File: config.mk
export PLATFORM = sky130hd
export DESIGN_NAME = binary_max_heap_queue_flat
export DESIGN_NICKNAME = d
export VERILOG_FILES = /design/src/hw/rtl/bmhq_pkg.sv /design/src/hw/rtl/bmhq_if.sv /design/src/hw/rtl/bmhq_ram.sv /design/src/hw/rtl/bmhq_ctrl.sv /design/src/hw/rtl/binary_max_heap_queue.sv /design/src/flat_wrapper.sv
export SDC_FILE = /design/constraint.sdc
export NUM_CORES = 2
export LEC_CHECK = 0
export ABC_AREA = 1
export BUFFER_PORTS_ARGS = -buffer_cell sky130_fd_sc_hd__buf_2
export CAP_MARGIN = 20
export CORE_MARGIN = 3
export CORE_UTILIZATION = 35
export DETAILED_ROUTE_END_ITERATION = 10
export HOLD_SLACK_MARGIN = 0.05
export PLACE_DENSITY = 0.6
export SLEW_MARGIN = 25
export SYNTH_ARGS = -nofsm -noshare
export SYNTH_HDL_FRONTEND = slang
export SYNTH_SLANG_ARGS = --single-unit
export TNS_END_PERCENT = 20
File: constraint.sdc
create_clock -name clock -period 13.83 [get_ports clock]
set_input_delay 2.0745 -clock clock [delete_from_list [all_inputs] [get_ports clock]]
set_output_delay 2.0745 -clock clock [all_outputs]
set_load 0.01 [all_outputs]
File: src/hw/rtl/bmhq_pkg.sv
// Shared types and constants for the binary max-heap queue.
// No dependencies.
`timescale 1ns / 1ps
package bmhq_pkg;
   localparam int PRIO_W = 16;
   localparam int TAG_W  = 16;
   localparam int CNT_W  = 7;

   typedef enum logic {
      OP_INSERT = 1'b0,
      OP_REMOVE = 1'b1
   } op_type;

   typedef struct packed {
      logic signed [PRIO_W-1:0] prio;
      logic [TAG_W-1:0]         tag;
   } entry_type;

   typedef struct packed {
      op_type                   operation;
      logic signed [PRIO_W-1:0] priority_req;
      logic [TAG_W-1:0]         payload_tag;
   } req_type;

   typedef struct packed {
      logic                     accepted;
      logic [CNT_W-1:0]         entry_total;
      logic                     top_valid;
      logic signed [PRIO_W-1:0] top_priority;
      logic [TAG_W-1:0]         top_payload;
   } rsp_type;

   typedef enum logic [3:0] {
      ST_IDLE,
      ST_UP_RD,
      ST_UP_CMP,
      ST_DN_RDL,
      ST_DN_RDR,
      ST_DN_CMP,
      ST_DN_ROOT,
      ST_TOP_RD,
      ST_TOP_WAIT,
      ST_DONE
   } state_type;
endpackage

File: src/hw/rtl/bmhq_if.sv
// Valid/ready channel carrying one packed payload beat.
// Depends on nothing; payload type is a parameter.
`timescale 1ns / 1ps
interface bmhq_if #(parameter type PAYLOAD_TYPE = logic) ();
   logic        valid;
   logic        ready;
   PAYLOAD_TYPE payload;
   modport source (output valid, output payload, input ready);
   modport sink (input valid, input payload, output ready);
endinterface

File: src/hw/rtl/bmhq_ram.sv
// Generic single-port synchronous RAM with registered read.
// No dependencies.
`timescale 1ns / 1ps
module bmhq_ram #(
   parameter int WIDTH = 32,
   parameter int DEPTH = 64
) (
   input  logic                     clock,
   input  logic                     wr_en,
   input  logic [$clog2(DEPTH)-1:0] addr,
   input  logic [WIDTH-1:0]         wr_data,
   output logic [WIDTH-1:0]         rd_data
);
   logic [WIDTH-1:0] mem [DEPTH];
   logic [WIDTH-1:0] rd_data_ff;

   // Write or read one address per cycle.
   always_ff @(posedge clock) begin
      if (wr_en) begin
         mem[addr] <= wr_data;
      end
      rd_data_ff <= mem[addr];
   end
   assign rd_data = rd_data_ff;
endmodule

File: src/hw/rtl/bmhq_ctrl.sv
// Sift sequencer: walks the heap one level at a time through the RAM port.
// Depends on bmhq_pkg.
`timescale 1ns / 1ps
module bmhq_ctrl #(
   parameter int DEPTH = 64
) (
   input  logic                              clock,
   input  logic                              reset,
   input  logic                              start,
   input  bmhq_pkg::req_type                 req,
   output logic                              busy,
   output logic                              done,
   output bmhq_pkg::rsp_type                 rsp,
   output logic                              ram_wr_en,
   output logic [$clog2(DEPTH)-1:0]          ram_addr,
   output bmhq_pkg::entry_type               ram_wr_data,
   input  bmhq_pkg::entry_type               ram_rd_data
);
   import bmhq_pkg::*;
   localparam int AW = $clog2(DEPTH);
   localparam int NW = $clog2(DEPTH + 1);

   state_type state_ff, state_in;
   logic [NW-1:0] count_ff, count_in;
   logic [AW-1:0] pos_ff, pos_in;
   logic [AW-1:0] big_ff, big_in;
   entry_type     cur_ff, cur_in;
   entry_type     left_ff, left_in;
   entry_type     best_ff, best_in;
   logic          ok_ff, ok_in;
   rsp_type       rsp_ff, rsp_in;

   // Child indexes of the current position, wide enough to compare with count.
   logic [AW+1:0] left_idx, right_idx;
   logic [AW-1:0] parent_idx;
   assign left_idx   = {1'b0, pos_ff, 1'b1};
   assign right_idx  = {pos_ff, 1'b0} + (AW+2)'(2);
   assign parent_idx = (pos_ff - AW'(1)) >> 1;

   // Advance the sequencer and carry the working entry.
   always_ff @(posedge clock) begin
      if (reset) begin
         state_ff <= ST_IDLE;
         count_ff <= '0;
      end else begin
         state_ff <= state_in;
         count_ff <= count_in;
      end
      pos_ff  <= pos_in;
      big_ff  <= big_in;
      cur_ff  <= cur_in;
      left_ff <= left_in;
      best_ff <= best_in;
      ok_ff   <= ok_in;
      rsp_ff  <= rsp_in;
   end

   // Next state.
   always_comb begin
      state_in = state_ff;
      case (state_ff)
         ST_IDLE: begin
            if (start) begin
               if (req.operation == OP_INSERT) begin
                  if (count_ff == NW'(DEPTH)) state_in = ST_TOP_RD;
                  else if (count_ff == '0) state_in = ST_TOP_RD;
                  else state_in = ST_UP_RD;
               end else begin
                  if (count_ff == '0) state_in = ST_TOP_RD;
                  else if (count_ff == NW'(1)) state_in = ST_TOP_RD;
                  else state_in = ST_DN_ROOT;
               end
            end
         end
         ST_UP_RD:    state_in = ST_UP_CMP;
         ST_UP_CMP: begin
            if (ram_rd_data.prio <= cur_ff.prio && parent_idx != '0) state_in = ST_UP_RD;
            else state_in = ST_TOP_RD;
         end
         ST_DN_ROOT: state_in = ST_DN_RDL;
         ST_DN_RDL: begin
            if (left_idx >= (AW+2)'(count_ff)) state_in = ST_TOP_RD;
            else state_in = ST_DN_RDR;
         end
         ST_DN_RDR: state_in = ST_DN_CMP;
         ST_DN_CMP: begin
            if (cur_ff.prio < best_in.prio) state_in = ST_DN_RDL;
            else state_in = ST_TOP_RD;
         end
         ST_TOP_RD:   state_in = ST_TOP_WAIT;
         ST_TOP_WAIT: state_in = ST_DONE;
         ST_DONE:     state_in = ST_IDLE;
         default:     state_in = ST_IDLE;
      endcase
   end

   // Datapath and RAM port.
   always_comb begin
      count_in    = count_ff;
      pos_in      = pos_ff;
      big_in      = big_ff;
      cur_in      = cur_ff;
      left_in     = left_ff;
      best_in     = best_ff;
      ok_in       = ok_ff;
      rsp_in      = rsp_ff;
      ram_wr_en   = 1'b0;
      ram_addr    = pos_ff;
      ram_wr_data = cur_ff;
      case (state_ff)
         ST_IDLE: begin
            ok_in = 1'b0;
            if (start) begin
               cur_in = '{prio: req.priority_req, tag: req.payload_tag};
               if (req.operation == OP_INSERT) begin
                  if (count_ff != NW'(DEPTH)) begin
                     ok_in     = 1'b1;
                     pos_in    = AW'(count_ff);
                     ram_addr  = AW'(count_ff);
                     ram_wr_en = 1'b1;
                     ram_wr_data = cur_in;
                     count_in  = count_ff + NW'(1);
                  end
               end else if (count_ff != '0) begin
                  ok_in    = 1'b1;
                  ram_addr = AW'(count_ff - NW'(1));
                  count_in = count_ff - NW'(1);
                  pos_in   = '0;
               end
            end
         end
         ST_UP_RD: begin
            ram_addr = parent_idx;
         end
         ST_UP_CMP: begin
            // Swap with the parent unless the entry is strictly smaller.
            if (!(cur_ff.prio < ram_rd_data.prio)) begin
               ram_wr_en   = 1'b1;
               ram_addr    = pos_ff;
               ram_wr_data = ram_rd_data;
               pos_in      = parent_idx;
               if (parent_idx == '0 || ram_rd_data.prio > cur_ff.prio) begin
                  // final position reached next; written in ST_TOP_RD path below
               end
            end
         end
         ST_DN_ROOT: begin
            // Last entry read arrives; store it at the root.
            cur_in      = ram_rd_data;
            ram_wr_en   = 1'b1;
            ram_addr    = '0;
            ram_wr_data = ram_rd_data;
         end
         ST_DN_RDL: begin
            ram_addr = left_idx[AW-1:0];
         end
         ST_DN_RDR: begin
            left_in  = ram_rd_data;
            ram_addr = right_idx[AW-1:0];
         end
         ST_DN_CMP: begin
            best_in = left_ff;
            big_in  = left_idx[AW-1:0];
            if (right_idx < (AW+2)'(count_ff) && ram_rd_data.prio > left_ff.prio) begin
               best_in = ram_rd_data;
               big_in  = right_idx[AW-1:0];
            end
            // Swap the current entry with the larger child when strictly smaller.
            if (cur_ff.prio < best_in.prio) begin
               ram_wr_en   = 1'b1;
               ram_addr    = pos_ff;
               ram_wr_data = best_in;
               pos_in      = big_in;
            end
         end
         ST_TOP_RD: begin
            // Place the sifted entry at its final spot, then read the root.
            if (ok_ff) begin
               ram_wr_en   = 1'b1;
               ram_addr    = pos_ff;
               ram_wr_data = cur_ff;
            end
         end
         ST_TOP_WAIT: begin
            ram_addr = '0;
         end
         ST_DONE: begin
            rsp_in.accepted    = ok_ff;
            rsp_in.entry_total = CNT_W'(count_ff);
            rsp_in.top_valid   = (count_ff != '0);
            rsp_in.top_priority = (count_ff != '0) ? ram_rd_data.prio : '0;
            rsp_in.top_payload  = (count_ff != '0) ? ram_rd_data.tag : '0;
         end
         default: begin
         end
      endcase
   end

   assign busy = (state_ff != ST_IDLE);
   assign rsp  = rsp_ff;

   // Result register is loaded in ST_DONE; done pulses in the cycle after.
   logic done_ff;
   always_ff @(posedge clock) begin
      if (reset) done_ff <= 1'b0;
      else done_ff <= (state_ff == ST_DONE);
   end
   assign done = done_ff;
endmodule

File: src/hw/rtl/binary_max_heap_queue.sv
// Binary max-heap priority queue top level: channels, result buffer, RAM.
// Depends on bmhq_pkg, bmhq_if, bmhq_ram and bmhq_ctrl.
//
// One request beat in, one response beat out. The heap lives in a single-port
// RAM of DEPTH 32-bit entries. Each level going up takes a parent read, then a
// compare and swap; each level going down takes a left read, a right read, then
// a compare and swap. The entry is then placed and the root read back, and the
// response is registered. A refused request skips the sift. A new request is
// taken only once the sequencer is idle, no response is being loaded, and the
// response register is empty or draining in that cycle.
`timescale 1ns / 1ps
module binary_max_heap_queue #(
   parameter int DEPTH = 64
) (
   input logic clock,
   input logic reset,
   bmhq_if.sink   req_chan,
   bmhq_if.source rsp_chan
);
   import bmhq_pkg::*;
   localparam int AW = $clog2(DEPTH);

   logic      busy, done, start;
   rsp_type   rsp_w;
   logic      rsp_valid_ff, rsp_valid_in;
   rsp_type   rsp_data_ff;
   logic      ram_wr_en;
   logic [AW-1:0] ram_addr;
   entry_type ram_wr_data, ram_rd_data;

   // Accept a request when the sequencer is idle, no response is being loaded,
   // and the output slot is free or draining this cycle.
   assign req_chan.ready = !busy && !done && (!rsp_valid_ff || rsp_chan.ready);
   assign start = req_chan.valid && req_chan.ready;

   bmhq_ctrl #(.DEPTH(DEPTH)) u_ctrl (
      .clock(clock), .reset(reset), .start(start), .req(req_chan.payload),
      .busy(busy), .done(done), .rsp(rsp_w),
      .ram_wr_en(ram_wr_en), .ram_addr(ram_addr),
      .ram_wr_data(ram_wr_data), .ram_rd_data(ram_rd_data)
   );

   bmhq_ram #(.WIDTH($bits(entry_type)), .DEPTH(DEPTH)) u_ram (
      .clock(clock), .wr_en(ram_wr_en), .addr(ram_addr),
      .wr_data(ram_wr_data), .rd_data(ram_rd_data)
   );

   // Hold the response until the beat is taken.
   always_comb begin
      rsp_valid_in = rsp_valid_ff;
      if (rsp_valid_ff && rsp_chan.ready) rsp_valid_in = 1'b0;
      if (done) rsp_valid_in = 1'b1;
   end
   always_ff @(posedge clock) begin
      if (reset) rsp_valid_ff <= 1'b0;
      else rsp_valid_ff <= rsp_valid_in;
      if (done) rsp_data_ff <= rsp_w;
   end
   assign rsp_chan.valid   = rsp_valid_ff;
   assign rsp_chan.payload = rsp_data_ff;
endmodule

File: src/flat_wrapper.sv
// flat-port wrapper written by rule: the top's interface ports become plain ports
module binary_max_heap_queue_flat import bmhq_pkg::*;
#(
   parameter int DEPTH = 64
)
  (clock, reset, req_chan_valid, req_chan_payload, req_chan_ready, rsp_chan_valid, rsp_chan_payload, rsp_chan_ready);
  bmhq_if #(.PAYLOAD_TYPE(req_type)) req_chan_i ();
  bmhq_if #(.PAYLOAD_TYPE(rsp_type)) rsp_chan_i ();
  input logic clock;
  input logic reset;
  input wire logic [$bits(req_chan_i.valid)-1:0] req_chan_valid;
  input wire logic [$bits(req_chan_i.payload)-1:0] req_chan_payload;
  output wire logic [$bits(req_chan_i.ready)-1:0] req_chan_ready;
  output wire logic [$bits(rsp_chan_i.valid)-1:0] rsp_chan_valid;
  output wire logic [$bits(rsp_chan_i.payload)-1:0] rsp_chan_payload;
  input wire logic [$bits(rsp_chan_i.ready)-1:0] rsp_chan_ready;
  assign req_chan_i.valid = req_chan_valid;
  assign req_chan_i.payload = req_chan_payload;
  assign req_chan_ready = req_chan_i.ready;
  assign rsp_chan_valid = rsp_chan_i.valid;
  assign rsp_chan_payload = rsp_chan_i.payload;
  assign rsp_chan_i.ready = rsp_chan_ready;
  binary_max_heap_queue #(.DEPTH(DEPTH)) u_core (.clock(clock), .reset(reset), .req_chan(req_chan_i), .rsp_chan(rsp_chan_i));
endmodule
==> run_summary.xml <==
<?xml version="1.0" encoding="UTF-8"?>
<metrics>
  <group name="outcome">
    <metric name="run_status" unit="">finished, final reports clean</metric>
  </group>
  <group name="clock_tree">
    <metric name="clk_pin_slew_worst_paths" unit="ns">0.06</metric>
    <metric name="cts_hold_buffers_added" unit="">0</metric>
    <metric name="cts_max_path_buffers" unit="">3</metric>
    <metric name="post_cts.repair.setup_buffers" unit="">0</metric>
    <metric name="numCtsBuffers" unit="">226</metric>
    <metric name="clock_sink_count" unit="">2262</metric>
    <metric name="ctsRootBufferMaster" unit="">clkbuf_16</metric>
    <metric name="cts_tree" unit="">done</metric>
    <metric name="clkLatencyLatePin" unit="ns">0.88</metric>
    <metric name="cts_resized" unit="">0</metric>
    <metric name="htree_levels" unit="">4</metric>
  </group>
  <group name="layout">
    <metric name="fill_cells" unit="">23900</metric>
    <metric name="multiInputGateArea" unit="mm²">0.0222</metric>
    <metric name="final_layout_size_suffix_gt1_frac" unit="">0.0965</metric>
    <metric name="area_growth_syn_to_fin" unit="%">15.1</metric>
    <metric name="nNetsFinal" unit="">7753</metric>
    <metric name="seq_area" unit="mm²">0.0673</metric>
  </group>
  <group name="routing">
    <metric name="drt_first_iter_violations" unit="">8583</metric>
    <metric name="drt_first_pass_iters" unit="">8</metric>
    <metric name="routed_wl" unit="mm">300</metric>
    <metric name="vias" unit="">61800</metric>
    <metric name="remaining_drc_errors" unit="">0</metric>
    <metric name="number_of_antenna_violating_nets_in_the_routed_design" unit="">0</metric>
    <metric name="detail_route.vias_per_cell" unit="">5.50</metric>
    <metric name="routedWlPerCell" unit="µm">26.7</metric>
  </group>
  <group name="critical_path">
    <metric name="worst_setup_path_end_kind" unit="">flip-flop</metric>
    <metric name="critPathKind" unit="">flip-flop to flip-flop</metric>
    <metric name="startpoint_type" unit="">flip-flop</metric>
    <metric name="critical_path_required" unit="ns">14.40</metric>
    <metric name="worst_ep_arrival_time" unit="ns">8.86</metric>
    <metric name="maximum_fanout_count_along_the_critical_path" unit="">74</metric>
  </group>
  <group name="floorplan">
    <metric name="die_area" unit="mm²">0.267</metric>
    <metric name="boundaryPins" unit="">80</metric>
    <metric name="core_region_area" unit="mm²">0.258</metric>
    <metric name="fp.dieH" unit="µm">517</metric>
    <metric name="starting_utilization_of_the_core_area" unit="">0.354</metric>
    <metric name="die_w" unit="µm">517</metric>
    <metric name="cell_rows" unit="">186</metric>
  </group>
  <group name="synth">
    <metric name="syn_area" unit="mm²">0.0914</metric>
    <metric name="synth.yosys.seq_area_share" unit="">0.737</metric>
    <metric name="post_synth.cell_area_avg" unit="µm²">12.1</metric>
    <metric name="synth_enable_flop_cells" unit="">2201</metric>
    <metric name="synth-warning-count" unit="">0</metric>
    <metric name="async_reset_ff_frac" unit="">0</metric>
    <metric name="synth_seq_cells" unit="">2262</metric>
    <metric name="synthesis.nets" unit="">7660</metric>
    <metric name="ys_dominant_reg_cell" unit="">edfxtp_1</metric>
    <metric name="netlist-cell-type-count" unit="">53</metric>
    <metric name="syn_inst" unit="">7544</metric>
  </group>
  <group name="timing">
    <metric name="grt_setup_unrepaired" unit="">false</metric>
    <metric name="hold_viol_final" unit="">0</metric>
    <metric name="max_freq" unit="GHz">0.121</metric>
    <metric name="finalHoldWorstSlack" unit="ns">0.417</metric>
    <metric name="final.min_clock_period" unit="ns">8.29</metric>
    <metric name="final_max_slew_viol_count" unit="">0</metric>
    <metric name="worst_pin_slew" unit="ns">1.15</metric>
    <metric name="worst_slew_margin_rel" unit="">0.233</metric>
    <metric name="finalSetupTns" unit="ns">0</metric>
    <metric name="finalSetupViolCount" unit="">0</metric>
    <metric name="worst_clock_skew" unit="ns">0.0423</metric>
    <metric name="share_of_the_clock_period_used_by_the_worst_path" unit="">0.600</metric>
  </group>
  <group name="placed_design">
    <metric name="port_buffers" unit="">79</metric>
    <metric name="dp_hpwl" unit="mm">181</metric>
    <metric name="globalplace.congestion" unit="">0.927</metric>
  </group>
  <group name="hold_path">
    <metric name="hold_crit_class" unit="">flip-flop to flip-flop</metric>
  </group>
  <group name="global_route">
    <metric name="grt_pass1_wl" unit="mm">424</metric>
    <metric name="pin_count_of_the_biggest_net_entering_global_routing" unit="">187</metric>
    <metric name="grt_antenna_before_repair" unit="">26</metric>
    <metric name="grt_remaining_overflow" unit="">0</metric>
    <metric name="grt_pass1_vias" unit="">57700</metric>
    <metric name="globalRouteTotalUtil" unit="">0.219</metric>
  </group>
  <group name="run">
    <metric name="max_cap_violations" unit="">0</metric>
  </group>
</metrics>
==> cell type report <==
type	instances	area share
Clock inverter	154	0.0147
Timing Repair Buffer	256	0.0295
Antenna cell	11	0.000262
Clock buffer	269	0.0567
Tap cell	3384	0.0403
Inverter	205	0.00753
Sequential cell	2262	0.640
Multi-Input combinational cell	4686	0.211
==> worst max-delay path: stages (launching register included) <==
cell and delay, ns:
dfxtp_1 0.91, ha_1 0.28, nand2_1 0.08, nor2_1 0.26, nand2_1 0.10, nor2_1 0.31
nand2_1 0.17, nand4_1 0.12, nand2_1 0.13, nand2_2 0.08, buf_4 0.56, o21ai_0 0.26
ha_1 0.36, nand2_1 0.08, inv_1 0.06, nand2_1 0.06, a31oi_1 0.09, a2111oi_0 0.56
nand3_1 0.28, nand2_1 0.66, nand2_1 0.20, nand3_1 0.58, nand2_2 0.67, nor2_4 0.79
buf_16 0.23
==> cell families after synthesis <==
logic type | share of synthesized area
xor+xnor | 0.000863
fa+ha+maj | 0.0108
buf+inv | 0.0295
compound gates | 0.0762
simple gates | 0.146
flops | 0.737
==> per-layer routing <==
metal / global-route usage / up-vias / wire length [µm]
li1: - / 26900 / -
met1: 0.300 / 30700 / 118000
met2: 0.335 / 3592 / 134000
met3: 0.0490 / 531 / 33500
met4: 0.0953 / 20 / 14100
met5: 0 / - / 123
==> cells in the final DEF, fill, tap and decap left out, types with 16 or more instances in the layout <==
| cell | instances |
|---|---|
| ha_1 | 79 |
| o21ai_0 | 210 |
| nand3b_1 | 52 |
| clkbuf_1 | 31 |
| o21ai_1 | 274 |
| edfxtp_1 | 2201 |
| buf_2 | 79 |
| a22oi_1 | 81 |
| nor2_1 | 193 |
| nand2_1 | 2631 |
| a211oi_1 | 16 |
| o211ai_1 | 18 |
| clkbuf_16 | 228 |
| clkinv_2 | 56 |
| nand4_1 | 155 |
| nand3_1 | 123 |
| dfxtp_1 | 60 |
| buf_4 | 91 |
| buf_12 | 41 |
| nor2_4 | 77 |
| inv_1 | 181 |
| buf_16 | 43 |
| a21oi_1 | 656 |
| clkinv_1 | 53 |
| bufinv_16 | 25 |
==> sequential cells by signal (all words and copies together) (netlist names) <==
name	cells
u_core.rsp_chan.payload	41
u_core.rsp_chan.valid	1
u_core.u_ctrl.best_ff	16
u_core.u_ctrl.count_ff	7
u_core.u_ctrl.cur_ff	32
u_core.u_ctrl.done	1
u_core.u_ctrl.left_ff	32
u_core.u_ctrl.ok_ff	1
u_core.u_ctrl.pos_ff	6
u_core.u_ctrl.rsp	41
u_core.u_ctrl.state_ff	4
u_core.u_ram.mem	2048
u_core.u_ram.rd_data	32
==> final timing paths <==
kind,from,to,slack (ns),cells after the start
setup / recovery,u_core.u_ram.rd_data[31]$_DFF_P_,u_core.u_ram.mem[4][12]$_DFFE_PP_,5.54,24
hold / removal,u_core.u_ctrl.rsp[16]$_SDFFCE_PP0P_,u_core.rsp_chan.payload[16]$_DFFE_PP_,0.42,0
setup reg to reg,u_core.u_ram.rd_data[31]$_DFF_P_,u_core.u_ram.mem[4][12]$_DFFE_PP_,5.54,24
hold reg to reg,u_core.u_ctrl.rsp[16]$_SDFFCE_PP0P_,u_core.rsp_chan.payload[16]$_DFFE_PP_,0.42,0
==> synthesized netlist by cell type (5+ instances only) <==
| master | number | area (µm²) |
|---|---|---|
| inv_2 | 17 | 63.8 |
| nand2_1 | 2636 | 9890 |
| nand3b_1 | 52 | 390 |
| a21oi_1 | 660 | 3300 |
| buf_6 | 12 | 135 |
| a221oi_1 | 7 | 61.3 |
| buf_2 | 211 | 1060 |
| xor2_1 | 9 | 78.8 |
| buf_4 | 27 | 203 |
| clkbuf_1 | 134 | 503 |
| o22ai_1 | 5 | 31.3 |
| nand3_1 | 139 | 696 |
| nor2_1 | 264 | 991 |
| edfxtp_1 | 2201 | 66100 |
| a22oi_1 | 81 | 608 |
| o221ai_1 | 8 | 70.1 |
| a211oi_1 | 16 | 120 |
| inv_1 | 183 | 687 |
| buf_1 | 7 | 26.3 |
| nand4_1 | 155 | 970 |
| nor2_4 | 7 | 78.8 |
| nor3_1 | 18 | 90.1 |
| dfxtp_1 | 61 | 1220 |
| o211ai_1 | 18 | 135 |
| o21ai_0 | 210 | 1050 |
| nor3_2 | 12 | 120 |
| clkinv_1 | 5 | 18.8 |
| o21ai_1 | 274 | 1370 |
| ha_1 | 79 | 988 |
==> metrics by stage <==
| step | util | cell area (µm²) | cells | worst slack (ns) |
|---|---|---|---|---|
| after global placement | 0.371 | 95800 | 10700 | 5.60 |
| after global routing | 0.407 | 105000 | 11200 | 5.13 |
| final | 0.407 | 105000 | 11200 | 5.54 |
| after CTS | 0.405 | 105000 | 11200 | 5.57 |
| after detailed placement | 0.376 | 97100 | 10800 | 5.63 |
| after floorplan | - | 91400 | 7544 | 7.38 |
Power is not shown: default switching activity piles up to over one toggle a cycle in this logic, so the estimate is an artifact.
